<file path="src/rtl/cs_pkg.sv">
// Shared types, constants and the arctangent table for the CORDIC sine unit.
package cs_pkg;

    localparam int CS_W = 32;
    localparam int CS_TABLE_DEPTH = 32;

    localparam logic [CS_W-1:0] CS_GAIN = 32'h26DC_EDB0;
    localparam logic [CS_W-1:0] CS_HALF = 32'h8000_0000;
    localparam logic signed [CS_W-1:0] CS_ONE = 32'sh4000_0000;
    localparam logic signed [CS_W-1:0] CS_MINUS_ONE = -32'sh4000_0000;

    typedef logic [CS_W-1:0] cs_word_t;

    // Rotation state handed from one cell to the next.
    typedef struct packed {
        cs_word_t x;
        cs_word_t y;
        cs_word_t z;
    } cs_rot_t;

    localparam cs_word_t CS_ATAN [32] = '{
        32'h2000_0000, 32'h12E4_051E, 32'h09FB_385B, 32'h0511_11D4,
        32'h028B_0D43, 32'h0145_D7E1, 32'h00A2_F61E, 32'h0051_7C55,
        32'h0028_BE53, 32'h0014_5F2F, 32'h000A_2F98, 32'h0005_17CC,
        32'h0002_8BE6, 32'h0001_45F3, 32'h0000_A2FA, 32'h0000_517D,
        32'h0000_28BE, 32'h0000_145F, 32'h0000_0A30, 32'h0000_0518,
        32'h0000_028C, 32'h0000_0146, 32'h0000_00A3, 32'h0000_0051,
        32'h0000_0029, 32'h0000_0014, 32'h0000_000A, 32'h0000_0005,
        32'h0000_0003, 32'h0000_0001, 32'h0000_0001, 32'h0000_0000
    };

    // Arctangent of 2^-k; steps past the end of the table use zero.
    function automatic cs_word_t cs_atan_at(input int k);
        cs_word_t a;
        a = '0;
        if (k >= 0 && k < CS_TABLE_DEPTH && k < 32)
        begin
            a = CS_ATAN[k];
        end
        return a;
    endfunction

endpackage

</file>
<file path="src/rtl/cs_cell.sv">
// One CORDIC rotation step with its pipeline register.
module cs_cell #(
    parameter int K = 0
) (
    input  logic            clk,
    input  logic            rst_n,
    input  logic            in_valid,
    input  cs_pkg::cs_rot_t in_rot,
    output logic            out_valid,
    output cs_pkg::cs_rot_t out_rot
);
    import cs_pkg::*;

    localparam cs_word_t ATAN = cs_atan_at(K);
    localparam int SHIFT = K % 32;

    logic     valid_reg;
    cs_rot_t  rot_reg;
    cs_rot_t  rot_next;
    cs_word_t dx;
    cs_word_t dy;

    // Shifted cross terms; the sign of the residual angle picks the direction.
    always_comb
    begin
        dx = cs_word_t'($signed(in_rot.y) >>> SHIFT);
        dy = cs_word_t'($signed(in_rot.x) >>> SHIFT);
        if (!in_rot.z[CS_W-1])
        begin
            rot_next.x = in_rot.x - dx;
            rot_next.y = in_rot.y + dy;
            rot_next.z = in_rot.z - ATAN;
        end
        else
        begin
            rot_next.x = in_rot.x + dx;
            rot_next.y = in_rot.y - dy;
            rot_next.z = in_rot.z + ATAN;
        end
    end

    // Valid flag is control and gets reset; the word itself does not.
    always_ff @(posedge clk or negedge rst_n)
    begin
        if (!rst_n)
        begin
            valid_reg <= 1'b0;
        end
        else
        begin
            valid_reg <= in_valid;
        end
    end

    always_ff @(posedge clk)
    begin
        rot_reg <= rot_next;
    end

    assign out_valid = valid_reg;
    assign out_rot   = rot_reg;

endmodule

</file>
<file path="config.mk">
export PLATFORM = sky130hd
export DESIGN_NAME = cs_cell
export DESIGN_NICKNAME = d
export VERILOG_FILES = /design/src/rtl/cs_pkg.sv /design/src/rtl/cs_cell.sv
export SDC_FILE = /design/constraint.sdc
export NUM_CORES = 1
export LEC_CHECK = 0
export ABC_AREA = 1
export BUFFER_PORTS_ARGS = -buffer_cell sky130_fd_sc_hd__buf_2
export CAP_MARGIN = 15
export CORE_MARGIN = 5
export CORE_UTILIZATION = 30
export DETAILED_ROUTE_END_ITERATION = 16
export PLACE_DENSITY = 0.47
export SYNTH_ARGS = -nofsm -noshare
export SYNTH_HDL_FRONTEND = slang
export SYNTH_SLANG_ARGS = --single-unit
</file>
<file path="constraint.sdc">
create_clock -name clk -period 0.8 [get_ports clk]
set_input_delay 0.16 -clock clk [delete_from_list [all_inputs] [get_ports clk]]
set_output_delay 0.16 -clock clk [all_outputs]
set_load 0.005 [all_outputs]
</file>
==> results.yml <==
timing:
  slew_viol_final: 0
  setup_viol: 159
  grt_setup_unrepaired: "true"
  hold_ws_ns: 0.0774
  max-slew-margin-rel_pct: 71.0
  setup_ws_ns: -0.628
  fmax_ghz: 0.700
  period_minus_slack_ns: 1.43
  tightestPinTransition_ns: 0.431
  hold_viol_final: 0
  post-route-period-util_pct: 178
critical_path:
  path_buf_inv: 2
  crit_type: "in2reg"
  crit_required_ns: 1.07
  slowest_delay_ns: 0.37
  critical_path.cell_chain: "buf_6, inv_12, ha_4, nand2_1, nand2_2, nand2_1, nand2_1, a21oi_2, nand2_2, nand2_1, nand2_1, nand2_1, nand3_1, nand2_1"
  crit_path_start_kind: "primary input"
  path_delay_family: "simple AND/OR/NAND/NOR gates"
  crit_path_end_kind: "flop"
  crit_top_cell: "nand2_1"
  cp.arrival_ns: 1.70
  critPathSlowestCell: "ha_4"
  critPathMaxFanout: 6
placement:
  gp_congestion: 0.889
  port_buffers: 195
  place_hpwl_um: 30900
grt:
  antenna_found_initial: 0
  grt_pass1_vias: 11100
  overflow: 0
  grt_pass1_wl_um: 58900
  grt_util_all_layers_pct: 20.7
  grt_max_degree: 20
synthesis:
  synth_cell_type_count: 34
  synth_fp_nets: 1841
  synthFlopType: "dfxtp_1"
  syn-cell-area_um2: 9360
  synthCells: 1644
  synth.top_cell.area_share_pct: 24.8
  synth_edf_count: 0
  seq_area_frac_synth_pct: 20.6
  yosys-top-cells-area: "nand2_1, dfxtp_1, inv_1"
  synth.largest_area_cell: "nand2_1"
  ys_warn_count: 0
  async_flop_share_pct: 1.04
  syn_area_per_cell_um2: 5.70
  synth-seq-cells: 96
drt:
  drtIter0Drc: 631
  totalWireLength_um: 37100
  via_count: 11300
  postRouteAntennaNets: 0
  drc: 0
  via_per_inst: 4.53
  first_pass_iters: 5
  avgRoutedWirePerCell_um: 14.9
job:
  max_cap_viol_count: 0
clocking:
  clk_pin_slew_ns: 0.08
  cts_made_buffers: 9
  htree_levels: 3
  clock-sinks: 96
  cts_tree: "yes"
  clockBufferDepth: 2
  root_buffer: "clkbuf_16"
outcome:
  outcome: "complete, but fails checks"
  violations: "negative setup slack"
die:
  rows: 64
  start_util_pct: 30.5
  ios: 196
  die_h_um: 187
  core_area_um2: 30700
  die-area_um2: 34800
  die-width_um: 187
layout:
  layout.nets: 2286
  num-fill-cells: 3115
  final_layout_size_suffix_gt1_share_pct: 45.5
  area_growth_pct: 71.3
  fin_util_pct: 52.3
  diodes: 0
worst_hold_path:
  holdPathStages: 2
  hold_end: "out_rot[30]"
  hold_path.startpoint: "in_rot[30]"
  hold_path_class: "in2reg"
power_and_ir_drop:
  ir_drop_mv: 0.836
  leakagePower_nw: 8.57
  powerDensity_nw_per_um2: 1360
synth_stat cells, types with 11 or more instances:
master    number
buf_4         11
nand4_1       19
nand2_1      619
buf_2         16
nand3_1      147
nor2_1       100
clkbuf_1      12
a21oi_1       72
inv_1        329
xor2_1        26
ha_1          94
dfxtp_1       95
o21ai_0       30
layout make-up:
class                           instances  area [µm²]  area share [%]
Timing Repair Buffer                  476        3720            23.2
Tap cell                              396         495            3.09
Clock buffer                           11         243            1.51
Clock inverter                          5        85.1           0.530
Sequential cell                        96        1980            12.3
Inverter                              334        1370            8.53
Multi-Input combinational cell       1172        8150            50.8
metal layers:
layer	track usage [%]	part of all wire, %	vias to the layer above
li1	-	-	5864
met1	29.9	49	5102
met5	0	0	-
met2	32.6	44	273
met4	5.16	1.9	0
met3	2.88	4.8	30
report_power, final:
group	total [mW]	internal [mW]	switching, mW
sequential	5.79	5.53	0.267
combinational	11.0	4.98	6.01
clock	5.00	2.86	2.15
total	21.8	13.4	8.43
cell usage in the layout (no fill, tap or decap), drive strengths merged, types with 4 or more instances in the layout:
cell,count
a21oi,72
a31oi,4
buf,443
clkbuf,12
dfxtp,95
dlygate4sd3,32
fa,4
ha,94
inv,334
nand2,623
nand3,147
nand3b,7
nand4,19
nor2,106
nor3,7
o21a,6
o21ai,36
o21bai,10
o22ai,4
xor2,26
sequential cells by signal, summed over array words and instances, names as in the netlist:
| signal | count |
|---|---|
| out_valid | 1 |
| out_rot | 95 |
kinds of logic (layout without fill, tap and decap cells):
family / count (synthesis) / in the layout / share of synthesized area (%)
buffers and inverters: 376 / 826 / 15.7
AO/OA/AOI/OAI: 135 / 135 / 7.83
AND/OR/NAND/NOR: 913 / 913 / 40.0
flip-flops: 96 / 96 / 20.6
XOR/XNOR: 26 / 26 / 2.43
adder cells (fa/ha/maj): 98 / 98 / 13.4
metrics by stage:
| step | cell area (µm²) | setup slack, ns | std cells | setup TNS, ns | total power, mW |
|---|---|---|---|---|---|
| 4_1_cts | 15100 | -0.614 | 2479 | -47.55 | 21.0 |
| 5_1_grt | 16000 | -0.718 | 2490 | -54.30 | 23.2 |
| 6_report | 16000 | -0.628 | 2490 | -46.62 | 21.8 |
| 3_5_place_dp | 13300 | -1.22 | 2414 | -65.22 | 14.8 |
| 3_3_place_gp | 13300 | -1.20 | 2414 | -64.19 | 14.8 |
| 2_1_floorplan | 10500 | -0.702 | 1644 | -36.47 | 10.9 |
what timing repair did:
action,in CTS,in global routing
hold endpoints to repair,32,0
pin swaps,103,106
hold buffers,32,0
buffers inserted,17,17
setup endpoints to repair,159,159
gates resized for setup,253,238
worst max path at each step:
stage / startpoint / endpoint / slack, ns / cells past startpoint
floorplan: in_rot[39] / out_rot[63] / -0.70 / 14
global placement: in_rot[32] / out_rot[62] / -1.20 / 13
detailed placement: in_rot[32] / out_rot[86] / -1.22 / 13
CTS: in_rot[32] / out_rot[90] / -0.61 / 13
global route: in_rot[37] / out_rot[63] / -0.72 / 16
finish: in_rot[39] / out_rot[94] / -0.63 / 14
(Power assumes the default switching activity.)
